==> config.mk <==
export PLATFORM = sky130hd
export DESIGN_NAME = two_wire_sensor_measure_master_flat
export DESIGN_NICKNAME = d
export VERILOG_FILES = /design/src/design/tsm_pkg.sv /design/src/design/tsm_if.sv /design/src/design/two_wire_sensor_measure_master.sv /design/src/design/tsm_core.sv /design/src/flat_wrapper.sv
export SDC_FILE = /design/constraint.sdc
export NUM_CORES = 1
export LEC_CHECK = 0
export BUFFER_PORTS_ARGS = -buffer_cell sky130_fd_sc_hd__buf_2
export CAP_MARGIN = 25
export CORE_ASPECT_RATIO = 0.7
export CORE_UTILIZATION = 40
export DETAILED_ROUTE_END_ITERATION = 12
export GPL_ROUTABILITY_DRIVEN = 0
export GPL_TIMING_DRIVEN = 0
export PLACE_DENSITY = 0.6
export RECOVER_POWER = 100
export SLEW_MARGIN = 20
export SYNTH_ARGS = -nofsm -noshare
export SYNTH_HDL_FRONTEND = slang
export SYNTH_SLANG_ARGS = --single-unit
export TNS_END_PERCENT = 30
==> constraint.sdc <==
create_clock -name clk -period 8.7 [get_ports clk]
set_clock_uncertainty 0.05 [all_clocks]
set_input_delay 1.74 -clock clk [delete_from_list [all_inputs] [get_ports clk]]
set_output_delay 1.74 -clock clk [all_outputs]
set_load 0.01 [all_outputs]
==> src/design/tsm_pkg.sv <==
// Shared types and constants for the two-wire sensor measurement master.
package tsm_pkg;

  // Clock cells sent with data released before the start pattern of a link reset
  localparam logic [3:0] RESET_CLOCKS = 4'd9;

  // Start pattern, one bit per slot, slot 0 in bit 0
  localparam logic [6:0] START_SCK = 7'b0110110;
  localparam logic [6:0] START_DAT = 7'b1100011;
  localparam logic [2:0] START_LAST = 3'd6;

  // Bits in one byte on the wire
  localparam logic [3:0] BYTE_BITS = 4'd8;

  // Register reset values
  localparam logic [23:0] WAIT_LIMIT_RESET   = 24'd100000;
  localparam logic [7:0]  SETTLE_TICKS_RESET = 8'd50;

  // Register indexes on the configuration port
  typedef enum logic {
    REG_WAIT_LIMIT   = 1'b0,
    REG_SETTLE_TICKS = 1'b1
  } reg_index_t;

  // Operation codes
  localparam logic OP_MEASURE = 1'b0;
  localparam logic OP_RESET   = 1'b1;

  // Sequencer phases
  typedef enum logic [3:0] {
    PH_IDLE    = 4'd0,
    PH_RSTCLK  = 4'd1,
    PH_START_R = 4'd2,
    PH_START_M = 4'd3,
    PH_WRBIT   = 4'd4,
    PH_WRACK   = 4'd5,
    PH_SETTLE  = 4'd6,
    PH_POLL    = 4'd7,
    PH_RDBIT   = 4'd8,
    PH_RDACK   = 4'd9
  } phase_t;

  // One slot request
  typedef struct packed {
    logic       start_req;
    logic       operation;
    logic [7:0] command;
    logic       data_in;
  } in_item_t;

  // One slot result
  typedef struct packed {
    logic        sck;
    logic        data_out;
    logic        busy_res;
    logic        done_res;
    logic        error;
    logic [15:0] value;
    logic [7:0]  checksum;
  } out_item_t;

endpackage

==> src/design/tsm_if.sv <==
// Slot channels: request in, pin levels and status out.
interface tsm_in_if;
  logic       valid;
  logic       ready;
  logic       start_req;
  logic       operation;
  logic [7:0] command;
  logic       data_in;

  modport source (output valid, output start_req, output operation, output command,
                  output data_in, input ready);
  modport sink   (input valid, input start_req, input operation, input command,
                  input data_in, output ready);
endinterface

interface tsm_out_if;
  logic        valid;
  logic        ready;
  logic        sck;
  logic        data_out;
  logic        busy_res;
  logic        done_res;
  logic        error;
  logic [15:0] value;
  logic [7:0]  checksum;

  modport source (output valid, output sck, output data_out, output busy_res,
                  output done_res, output error, output value, output checksum,
                  input ready);
  modport sink   (input valid, input sck, input data_out, input busy_res,
                  input done_res, input error, input value, input checksum,
                  output ready);
endinterface

==> src/design/two_wire_sensor_measure_master.sv <==
// The result of a slot transaction is registered and offered in the cycle after it is accepted.
// Throughput: one slot per cycle while pins_out.ready holds; the result register frees
// as it is taken, so a new slot is accepted in the same cycle the previous result leaves.
// Reset (rst, synchronous): link idle with the clock line high, no result pending,
// wait_limit 100000 and settle_ticks 50.
module two_wire_sensor_measure_master (
  input  logic        clk,
  input  logic        rst,
  tsm_in_if.sink      slot_in,
  tsm_out_if.source   pins_out,
  input  logic        psel,
  input  logic        penable,
  input  logic        pwrite,
  input  logic [2:0]  paddr,
  input  logic [31:0] pwdata,
  output logic [31:0] prdata,
  output logic        pready
);
  import tsm_pkg::*;

  logic [23:0] wait_limit;
  logic [7:0]  settle_ticks;
  logic        advance;
  logic        out_valid;
  in_item_t    item;
  out_item_t   result;
  out_item_t   out_reg;
  reg_index_t  reg_sel;

  assign pready  = 1'b1;
  assign reg_sel = reg_index_t'(paddr[2]);

  // Register writes
  always_ff @(posedge clk) begin
    if (rst) begin
      wait_limit   <= WAIT_LIMIT_RESET;
      settle_ticks <= SETTLE_TICKS_RESET;
    end else if (psel && penable && pwrite) begin
      unique case (reg_sel)
        REG_WAIT_LIMIT:   wait_limit   <= pwdata[23:0];
        REG_SETTLE_TICKS: settle_ticks <= pwdata[7:0];
        default:          ;
      endcase
    end
  end

  // Register reads
  always_comb begin
    unique case (reg_sel)
      REG_WAIT_LIMIT:   prdata = {8'd0, wait_limit};
      REG_SETTLE_TICKS: prdata = {24'd0, settle_ticks};
      default:          prdata = '0;
    endcase
  end

  // Accept a slot whenever the result register is free or being emptied
  assign slot_in.ready = !out_valid || pins_out.ready;
  assign advance       = slot_in.valid && slot_in.ready;

  assign item.start_req = slot_in.start_req;
  assign item.operation = slot_in.operation;
  assign item.command   = slot_in.command;
  assign item.data_in   = slot_in.data_in;

  tsm_core u_core (
    .clk          (clk),
    .rst          (rst),
    .advance      (advance),
    .item         (item),
    .wait_limit   (wait_limit),
    .settle_ticks (settle_ticks),
    .result       (result)
  );

  // Result register
  always_ff @(posedge clk) begin
    if (rst) begin
      out_valid <= 1'b0;
    end else if (advance) begin
      out_valid <= 1'b1;
    end else if (pins_out.ready) begin
      out_valid <= 1'b0;
    end
  end

  always_ff @(posedge clk) begin
    if (advance) begin
      out_reg <= result;
    end
  end

  assign pins_out.valid    = out_valid;
  assign pins_out.sck      = out_reg.sck;
  assign pins_out.data_out = out_reg.data_out;
  assign pins_out.busy_res = out_reg.busy_res;
  assign pins_out.done_res = out_reg.done_res;
  assign pins_out.error    = out_reg.error;
  assign pins_out.value    = out_reg.value;
  assign pins_out.checksum = out_reg.checksum;

endmodule

==> src/design/tsm_core.sv <==
// Slot sequencer: link state, next-state logic and the pin levels for one slot.
module tsm_core (
  input  logic               clk,
  input  logic               rst,
  input  logic               advance,
  input  tsm_pkg::in_item_t  item,
  input  logic [23:0]        wait_limit,
  input  logic [7:0]         settle_ticks,
  output tsm_pkg::out_item_t result
);
  import tsm_pkg::*;

  phase_t      phase,          phase_next;
  logic [3:0]  bit_count,      bit_count_next;
  logic [1:0]  byte_count,     byte_count_next;
  logic [7:0]  shift_reg,      shift_reg_next;
  logic [15:0] captured_word,  captured_word_next;
  logic [7:0]  captured_check, captured_check_next;
  logic [23:0] wait_count,     wait_count_next;
  logic        clock_level,    clock_level_next;

  logic [23:0] limit;
  logic [2:0]  start_idx;
  logic [3:0]  bit_inc;
  logic [23:0] wait_inc;
  logic        good;

  assign limit = (wait_limit == '0) ? 24'd1 : wait_limit;

  // Work out one slot, in the order the link protocol takes it
  always_comb begin
    phase_next          = phase;
    bit_count_next      = bit_count;
    byte_count_next     = byte_count;
    shift_reg_next      = shift_reg;
    captured_word_next  = captured_word;
    captured_check_next = captured_check;
    wait_count_next     = wait_count;
    clock_level_next    = clock_level;
    good                = 1'b0;
    start_idx           = '0;
    bit_inc             = '0;
    wait_inc            = '0;
    result              = '0;
    result.data_out     = 1'b1;
    result.busy_res     = 1'b1;

    if (phase == PH_IDLE && !item.start_req) begin
      // Idle slot: hold the last clock level, release data
      result.sck      = clock_level;
      result.busy_res = 1'b0;
    end else begin
      // Take a new request
      if (phase == PH_IDLE) begin
        bit_count_next   = '0;
        byte_count_next  = '0;
        wait_count_next  = '0;
        clock_level_next = 1'b0;
        if (item.operation == OP_RESET) begin
          phase_next = PH_RSTCLK;
        end else begin
          phase_next     = PH_START_M;
          shift_reg_next = item.command;
        end
      end

      // Settling delay after the command ack
      if (phase_next == PH_SETTLE) begin
        if (wait_count_next >= {16'd0, settle_ticks}) begin
          phase_next      = PH_POLL;
          wait_count_next = '0;
        end else begin
          wait_count_next = wait_count_next + 24'd1;
        end
      end

      bit_inc  = bit_count_next + 4'd1;
      wait_inc = wait_count_next + 24'd1;

      unique case (phase_next)
        PH_RSTCLK: begin
          if (!clock_level_next) begin
            result.sck       = 1'b1;
            clock_level_next = 1'b1;
          end else begin
            clock_level_next = 1'b0;
            bit_count_next   = bit_inc;
            if (bit_inc >= RESET_CLOCKS) begin
              phase_next     = PH_START_R;
              bit_count_next = '0;
            end
          end
        end
        PH_START_R, PH_START_M: begin
          start_idx        = (bit_count_next > 4'd6) ? START_LAST : bit_count_next[2:0];
          result.sck       = START_SCK[start_idx];
          result.data_out  = START_DAT[start_idx];
          clock_level_next = START_SCK[start_idx];
          if (start_idx == START_LAST) begin
            bit_count_next = '0;
            if (phase_next == PH_START_R) begin
              result.done_res = 1'b1;
              phase_next      = PH_IDLE;
            end else begin
              phase_next = PH_WRBIT;
            end
          end else begin
            bit_count_next = {1'b0, start_idx} + 4'd1;
          end
        end
        PH_WRBIT: begin
          result.data_out = shift_reg_next[7];
          if (!clock_level_next) begin
            result.sck       = 1'b1;
            clock_level_next = 1'b1;
          end else begin
            clock_level_next = 1'b0;
            shift_reg_next   = {shift_reg_next[6:0], 1'b0};
            bit_count_next   = bit_inc;
            if (bit_inc >= BYTE_BITS) begin
              bit_count_next = '0;
              phase_next     = PH_WRACK;
            end
          end
        end
        PH_WRACK: begin
          if (!clock_level_next) begin
            result.sck       = 1'b1;
            clock_level_next = 1'b1;
            // No ack from the sensor: abort, next idle slot drops the clock
            if (item.data_in) begin
              result.done_res  = 1'b1;
              result.error     = 1'b1;
              clock_level_next = 1'b0;
              phase_next       = PH_IDLE;
            end
          end else begin
            clock_level_next = 1'b0;
            wait_count_next  = '0;
            phase_next       = PH_SETTLE;
          end
        end
        PH_SETTLE: begin
        end
        PH_POLL: begin
          if (!item.data_in) begin
            phase_next      = PH_RDBIT;
            bit_count_next  = '0;
            byte_count_next = '0;
            shift_reg_next  = '0;
          end else begin
            wait_count_next = wait_inc;
            if (wait_inc >= limit) begin
              result.done_res = 1'b1;
              result.error    = 1'b1;
              phase_next      = PH_IDLE;
            end
          end
        end
        PH_RDBIT: begin
          if (!clock_level_next) begin
            result.sck       = 1'b1;
            clock_level_next = 1'b1;
            shift_reg_next   = {shift_reg_next[6:0], item.data_in};
          end else begin
            clock_level_next = 1'b0;
            bit_count_next   = bit_inc;
            if (bit_inc >= BYTE_BITS) begin
              bit_count_next = '0;
              phase_next     = PH_RDACK;
            end
          end
        end
        PH_RDACK: begin
          result.data_out = 1'b0;
          if (!clock_level_next) begin
            result.sck       = 1'b1;
            clock_level_next = 1'b1;
          end else begin
            clock_level_next = 1'b0;
            // Store the finished byte
            case (byte_count_next)
              2'd0:    captured_word_next = {shift_reg_next, 8'd0};
              2'd1:    captured_word_next = {captured_word_next[15:8], shift_reg_next};
              default: begin
                captured_check_next = shift_reg_next;
                result.done_res     = 1'b1;
                good                = 1'b1;
              end
            endcase
            shift_reg_next = '0;
            bit_count_next = '0;
            if (good) begin
              byte_count_next = '0;
              phase_next      = PH_IDLE;
            end else begin
              byte_count_next = byte_count_next + 2'd1;
              phase_next      = PH_RDBIT;
            end
          end
        end
        default: phase_next = PH_IDLE;
      endcase

      if (good) begin
        result.value    = captured_word_next;
        result.checksum = captured_check_next;
      end
    end
  end

  // Advance the link by one slot per accepted transaction
  always_ff @(posedge clk) begin
    if (rst) begin
      phase          <= PH_IDLE;
      bit_count      <= '0;
      byte_count     <= '0;
      shift_reg      <= '0;
      captured_word  <= '0;
      captured_check <= '0;
      wait_count     <= '0;
      clock_level    <= 1'b1;
    end else if (advance) begin
      phase          <= phase_next;
      bit_count      <= bit_count_next;
      byte_count     <= byte_count_next;
      shift_reg      <= shift_reg_next;
      captured_word  <= captured_word_next;
      captured_check <= captured_check_next;
      wait_count     <= wait_count_next;
      clock_level    <= clock_level_next;
    end
  end

endmodule

==> src/flat_wrapper.sv <==
// flat-port wrapper written by rule: the top's interface ports become plain ports
module two_wire_sensor_measure_master_flat import tsm_pkg::*;
  (clk, rst, psel, penable, pwrite, paddr, pwdata, prdata, pready, slot_in_valid, slot_in_start_req, slot_in_operation, slot_in_command, slot_in_data_in, slot_in_ready, pins_out_valid, pins_out_sck, pins_out_data_out, pins_out_busy_res, pins_out_done_res, pins_out_error, pins_out_value, pins_out_checksum, pins_out_ready);
  tsm_in_if slot_in_i ();
  tsm_out_if pins_out_i ();
  input  logic clk;
  input  logic rst;
  input  logic psel;
  input  logic penable;
  input  logic pwrite;
  input  logic [2:0] paddr;
  input  logic [31:0] pwdata;
  output logic [31:0] prdata;
  output logic pready;
  input wire logic [$bits(slot_in_i.valid)-1:0] slot_in_valid;
  input wire logic [$bits(slot_in_i.start_req)-1:0] slot_in_start_req;
  input wire logic [$bits(slot_in_i.operation)-1:0] slot_in_operation;
  input wire logic [$bits(slot_in_i.command)-1:0] slot_in_command;
  input wire logic [$bits(slot_in_i.data_in)-1:0] slot_in_data_in;
  output wire logic [$bits(slot_in_i.ready)-1:0] slot_in_ready;
  output wire logic [$bits(pins_out_i.valid)-1:0] pins_out_valid;
  output wire logic [$bits(pins_out_i.sck)-1:0] pins_out_sck;
  output wire logic [$bits(pins_out_i.data_out)-1:0] pins_out_data_out;
  output wire logic [$bits(pins_out_i.busy_res)-1:0] pins_out_busy_res;
  output wire logic [$bits(pins_out_i.done_res)-1:0] pins_out_done_res;
  output wire logic [$bits(pins_out_i.error)-1:0] pins_out_error;
  output wire logic [$bits(pins_out_i.value)-1:0] pins_out_value;
  output wire logic [$bits(pins_out_i.checksum)-1:0] pins_out_checksum;
  input wire logic [$bits(pins_out_i.ready)-1:0] pins_out_ready;
  assign slot_in_i.valid = slot_in_valid;
  assign slot_in_i.start_req = slot_in_start_req;
  assign slot_in_i.operation = slot_in_operation;
  assign slot_in_i.command = slot_in_command;
  assign slot_in_i.data_in = slot_in_data_in;
  assign slot_in_ready = slot_in_i.ready;
  assign pins_out_valid = pins_out_i.valid;
  assign pins_out_sck = pins_out_i.sck;
  assign pins_out_data_out = pins_out_i.data_out;
  assign pins_out_busy_res = pins_out_i.busy_res;
  assign pins_out_done_res = pins_out_i.done_res;
  assign pins_out_error = pins_out_i.error;
  assign pins_out_value = pins_out_i.value;
  assign pins_out_checksum = pins_out_i.checksum;
  assign pins_out_i.ready = pins_out_ready;
  two_wire_sensor_measure_master u_core (.clk(clk), .rst(rst), .slot_in(slot_in_i), .pins_out(pins_out_i), .psel(psel), .penable(penable), .pwrite(pwrite), .paddr(paddr), .pwdata(pwdata), .prdata(prdata), .pready(pready));
endmodule
* Word-level counts from Yosys, hierarchy flattened
Memory sizes are Yosys's and may differ from the RTL's.
Index checks and enable logic that the tools add are counted.
** Cells by class
- Bitwise gates (word level) :: 3
- Multiplexer cells :: 91
- Equal/unequal tests :: 12
- Reductions and logical operators :: 20
- Add/subtract/negate cells :: 5
- Order comparisons :: 6
** Operator list (count)
- 2-to-1 mux 24 bit :: 8
- 2-to-1 mux 4 bit :: 27
- 2-to-1 mux 8 bit :: 9
- one-hot mux 32 bit (2 select lines) :: 1
- adder 24 x 1 -> 24 bit, second input constant :: 2
- one-hot mux 24 bit (2 select lines) :: 1
- 2-to-1 mux 16 bit :: 2
- one-hot mux 16 bit (2 select lines) :: 1
- one-hot mux 4 bit (8 select lines) :: 1
- one-hot mux 8 bit (4 select lines) :: 1
- >= comparator 24 bit :: 1
- >= comparator 24 x 8 -> 1 bit :: 1
- logical NOT 24 bit :: 1
- 2-to-1 mux 1 bit :: 21
- equality test 4 x 3 -> 1 bit, second input constant :: 5
- 2-to-1 mux 2 bit :: 10
- one-hot mux 4 bit (5 select lines) :: 1
- equality test 4 x 2 -> 1 bit, second input constant :: 2
- equality test 4 bit, second input constant :: 2
- >= comparator 4 bit, second input constant :: 2
- OR reduction 2 bit :: 4
- 2-to-1 mux 3 bit :: 2
- one-hot mux 1 bit (3 select lines) :: 2
- AND reduction 2 bit :: 3
- other kinds (20) :: 27
** Word-level totals
- Memories kept :: 2
- Logic and storage cells :: 157
- Bits in read-only memories :: 16
- Bits in registers :: 129
- Bits of input ports :: 53
** Memory list
- (name not given) :: words 8, bits a word 1, rd ports 1, clocked after memory_dff 0, wr ports 0, line tsm_core.sv:98 : clock_level_next = START_SCK[start_idx];
- (name not given) :: words 8, bits a word 1, rd ports 1, clocked after memory_dff 0, wr ports 0, line tsm_core.sv:97 : result.data_out = START_DAT[start_idx];

* Depth between registers and ports, before layout
- Word-level depth :: 15
- Depth in mapped cells :: 33
- Gate-level depth less buffers :: 27

* Cells and area by module
From an unflattened synthesis, not the netlist that was laid out.
** Second synthesis, totals
- Cell total of the unflattened synthesis :: 1056
- Area total of the unflattened synthesis :: 8534.4 um2
** By module, submodules not included
- tsm_core :: area each 5953.2 um2, cells each 850, instances 1, seq. area each 1181.1 um2
- two_wire_sensor_measure_master :: area each 2581.2 um2, cells each 206, instances 1, seq. area each 1531.5 um2

* Worst setup path before layout
No wires, ideal clock.
- Path type :: register to register
- Start point :: reg u_core.u_core.phase[0]
- End point :: reg u_core.out_reg (netlist bit u_core.pins_out.done_res) (data pin)
- Cell stages (with the launch flop) :: 34
- Library setup time :: 265 ps
- Path slack :: 1928 ps
- Data required time :: 8385 ps
- Data arrival time :: 6456 ps
- Cell sequence :: dfxtp_1 -> buf_2 -> or4_4 -> buf_6 -> clkbuf_1 -> clkbuf_1 -> clkbuf_1 -> buf_1 -> and2_1 -> ha_1 -> a211o_1 -> a31oi_1 -> o221ai_1 -> nor3_1 -> nand2_1 -> o21ai_0 -> ha_1 -> inv_1 -> a221oi_2 -> nand4_1 -> a2111o_1 -> or2_0 -> clkbuf_2 -> nor2_1 -> xor2_1 -> ha_1 -> a21o_1 -> a21o_1 -> a21oi_1 -> and3b_1 -> o221ai_1 -> nand3_1 -> o21ai_0 -> or3_1
** Between the ends
- Cells in the longest elaborated chain, start to end :: 12
** RTL lines
- start: declaration :: line tsm_core.sv:13 : phase_t phase, phase_next;
- start signal: assignment :: line tsm_core.sv:224 : phase <= phase_next;
- logical NOT 4 bit :: line tsm_core.sv:48, tsm_core.sv:54
- 2-to-1 mux 24 bit :: line tsm_core.sv:54 : if (phase == PH_IDLE) begin
- 2-to-1 mux 24 bit :: line tsm_core.sv:48 : if (phase == PH_IDLE && !item.start_req) begin
- adder 24 x 1 -> 24 bit or >= comparator 24 x 8 -> 1 bit (tied branches) :: line tsm_core.sv:73, tsm_core.sv:69
- 2-to-1 mux 24 bit :: line tsm_core.sv:69 : if (wait_count_next >= {16'd0, settle_ticks}) begin
- 2-to-1 mux 24 bit :: line tsm_core.sv:68 : if (phase_next == PH_SETTLE) begin
- 2-to-1 mux 24 bit :: line tsm_core.sv:48
- adder 24 x 1 -> 24 bit :: line tsm_core.sv:78 : wait_inc = wait_count_next + 24'd1;
- >= comparator 24 bit :: line tsm_core.sv:153 : if (wait_inc >= limit) begin
- 2-to-1 mux 2 bit :: line tsm_core.sv:153
- 2-to-1 mux 2 bit :: line tsm_core.sv:146 : if (!item.data_in) begin
- one-hot mux 1 bit (4 select lines) :: line tsm_core.sv:80 : unique case (phase_next)
- end signal: assignment :: line two_wire_sensor_measure_master.sv:88 : out_reg <= result;
- end: declaration :: line two_wire_sensor_measure_master.sv:27 : out_item_t out_reg;
Several ways; a longest one is shown, not always the timed one. The select of a mux whose other input is x is not followed.
A chain may end at the register's enable or synchronous reset.

* Worst setup path in the final report
- Start point :: reg u_core.u_core.phase[1]
- End point :: reg u_core.out_reg (netlist bit u_core.pins_out.done_res) (data pin)
The elaborated chain is that of the path after synthesis.

==> qor.txt <==
max-slew violation count - 0
largest family of logic cells by synthesized area - simple AND/OR/NAND/NOR gates
max-cap viol count - 0
Post-Synth Adder-Cell Area - 5.795%
TritonRoute pass-1 iters - 6
post-detailed-route count of antenna-violating nets - 0
ant diodes - 0
Synth Register Bits - 121
RR Endpoint - u_core.pins_out.done_res
gr usage total - 28.77%
register area share after synthesis - 31.41%
FILL cells - 2132
clock sinks - 121
buffer depth of the longest clock path - 2
Mean Syn Cell Area - 7.510 um2
RSZ-0062 raised after global routing - false
Core Area - 20920 um2
WHS Endpoint - u_core.u_core.captured_word[0]
most common cell after layout, fill and taps aside - nor2_1
EDFF count, synth - 29
CP max FO - 17
Setup violations, final - 0
Reg area - 2713 um2
reg2reg path depth - 24
die width - 177.6 um
row cnt - 44
outcome - completed
Mapped Cells - 1150
ys async rst share - 0%
Period minus WS final - 8.383 ns
R2R setup slack - 0.32 ns
DP HPWL - 23880 um
Synth cell types - 72
H-Tree Depth - 4
Main synth FF type - dfxtp_1
initial core utilization - 41.29%
clk_lat worst skew - 0.44 ns
vias per cell - 5.969
worst slack, placed - -0.9204 ns
Final Cycle Share - 96.36%
multiplexer area fraction after synthesis - 3.375%
Static Leakage - 3.747 nW
# DRC - 0
hold crit path type - reg2reg
full die area - 22190 um2
Power Total - 1.703 mW
area occupied by multi-input gates - 5395 um2
cts hold-fix bufs - 0
CTS tree - yes
WL final - 31720 um
worst slew pin tran - 1.354 ns
Port Buffers - 96
Max IR drop VDD - 0.1217 mV
initial drt markers - 1256
Hold Crit Depth - 2
Critical Path Source Type - flip-flop
NumNets Final - 1369
most frequent cells in the layout - nor2_1, clkbuf_1, nand2_1
drt wl/cell - 20.27 um
biggest regs - u_core.u_core.wait_count (24), u_core.wait_limit (24)
CTS Buf Count - 17
clock root cell - clkbuf_16
initial antenna violation count - 1
via count - 9341
PnR worst setup slack - 0.3166 ns
Synth warnings - 0
fmax - 119.3 MHz
Hold Crit Start - u_core.u_core.captured_word[0]
Synth Area in Compound Gates - 22.00%
Crit. End Element - flip-flop
Crit Path Category - reg2reg
Worst-path clk slew - 0.06 ns
grt ovf - 0
Layout area overhead - 16.49%
synthesized area - 8637 um2
slew margin rel. - 8.436%
vias in the first global route - 8306
Post-Synth Simple-Gate Area - 27.70%
pwr/cell area - 169.3 nW/um2
pin count of the biggest net entering global routing - 32
Final Hold Viols - 0
FF-to-FF Start - u_core.u_core.phase[1]
first-pass GRT wire length - 48440 um
Ports - 117
WP data arrival - 8.50 ns
ratio of cells with drive above 1 in the final layout - 8.689%
CP required - 8.82 ns
XOR/XNOR share of the synthesized area - 2.738%
Die H - 124.9 um
## cell families after synthesis
logic type,count (synthesis)
adder cells (fa/ha/maj),40
multiplexers,28
flip-flops,121
AND/OR/NAND/NOR,501
other,2
XOR/XNOR,27
AO/OA/AOI/OAI,286
buffers and inverters,145
## report_power, final
group / switching (mW) / internal, mW
registers: 0.0212 / 0.604
logic: 0.260 / 0.118
clock network: 0.320 / 0.381
## worst max-delay path by stage
stage,startpoint,end,cells after the start
after floorplan,u_core.u_core.phase[0],u_core.pins_out.done_res,33
after global placement,u_core.u_core.phase[2],u_core.pins_out.done_res,29
after detailed placement,u_core.u_core.phase[1],u_core.pins_out.done_res,29
after CTS,u_core.u_core.phase[1],u_core.pins_out.done_res,32
after global routing,u_core.u_core.phase[1],u_core.pins_out.done_res,31
final,u_core.u_core.phase[1],u_core.pins_out.done_res,24
## cells in the mapped netlist, types with 24 or more instances
| cell type | number | area, um2 |
|---|---|---|
| nand2_1 | 129 | 484.2 |
| nor4_1 | 24 | 150.1 |
| ha_1 | 40 | 500.5 |
| clkbuf_1 | 75 | 281.5 |
| edfxtp_1 | 29 | 870.8 |
| nor3_1 | 40 | 200.2 |
| nor2_1 | 155 | 581.8 |
| inv_1 | 49 | 183.9 |
| a21oi_1 | 79 | 395.4 |
| nand3_1 | 42 | 210.2 |
| o21ai_0 | 51 | 255.2 |
| dfxtp_1 | 92 | 1842 |
## repair_timing
| action | 4_1_cts | 5_1_grt |
|---|---|---|
| setup endpoints to repair | 5 | 5 |
| gates cloned | 0 | 0 |
| pin swaps | 1 | 1 |
| buffers inserted | 1 | 2 |
| endpoints found under the hold margin | 0 | 0 |
| resized for setup | 6 | 3 |
## area by class of cell
type	count	share of cell area [%]
Sequential cell	121	26.96
Multi-Input combinational cell	891	53.63
Clock buffer	17	4.228
Timing Repair Buffer	101	4.353
Inverter	49	1.828
Buffer	95	4.092
Clock inverter	15	1.480
Tap cell	276	3.432
## critical path: stages (launching register included)
cell and delay (ns):
dfxtp_1 0.30, clkbuf_1 0.22, or4_1 0.54, buf_6 0.19, buf_2 0.23, clkbuf_2 0.29, buf_2 0.31, and2_0 0.20
ha_1 0.19, a211o_1 0.26, a31oi_1 0.24, o221ai_2 0.26, o21ai_0 0.46, clkbuf_1 0.52, nand3_1 0.36, nor4b_1 1.16
nand2_1 0.16, xnor2_1 0.44, ha_1 0.33, a21oi_1 0.18, and3b_1 0.19, o221ai_1 0.25, nand3_1 0.17, o21ai_0 0.18
or3_1 0.40
## routing by layer
metal  up-vias  share of wire, %  global-route usage, %
li1       4403                 -                      -
met1      4311                46                  43.02
met2       572                36                  35.48
met3        53                15                  13.41
met4         2               2.1                  8.296
met5         -             0.041                      0
## per-stage QoR
| step | utilization, % | cell area [um2] | instances | TNS [ns] | hold WS (ns) |
|---|---|---|---|---|---|
| floorplan | - | 8663 | 1157 | 0 | 0.3773 |
| detailed placement | 45.57 | 9534 | 1531 | -3.756 | 0.3940 |
| global placement | 45.36 | 9489 | 1529 | -3.903 | 0.3857 |
| finish | 48.09 | 10060 | 1565 | 0 | 0.4045 |
| global route | 48.09 | 10060 | 1565 | 0 | 0.4257 |
| CTS | 48.45 | 10140 | 1564 | 0 | 0.4050 |
(Power assumes the default switching activity.)
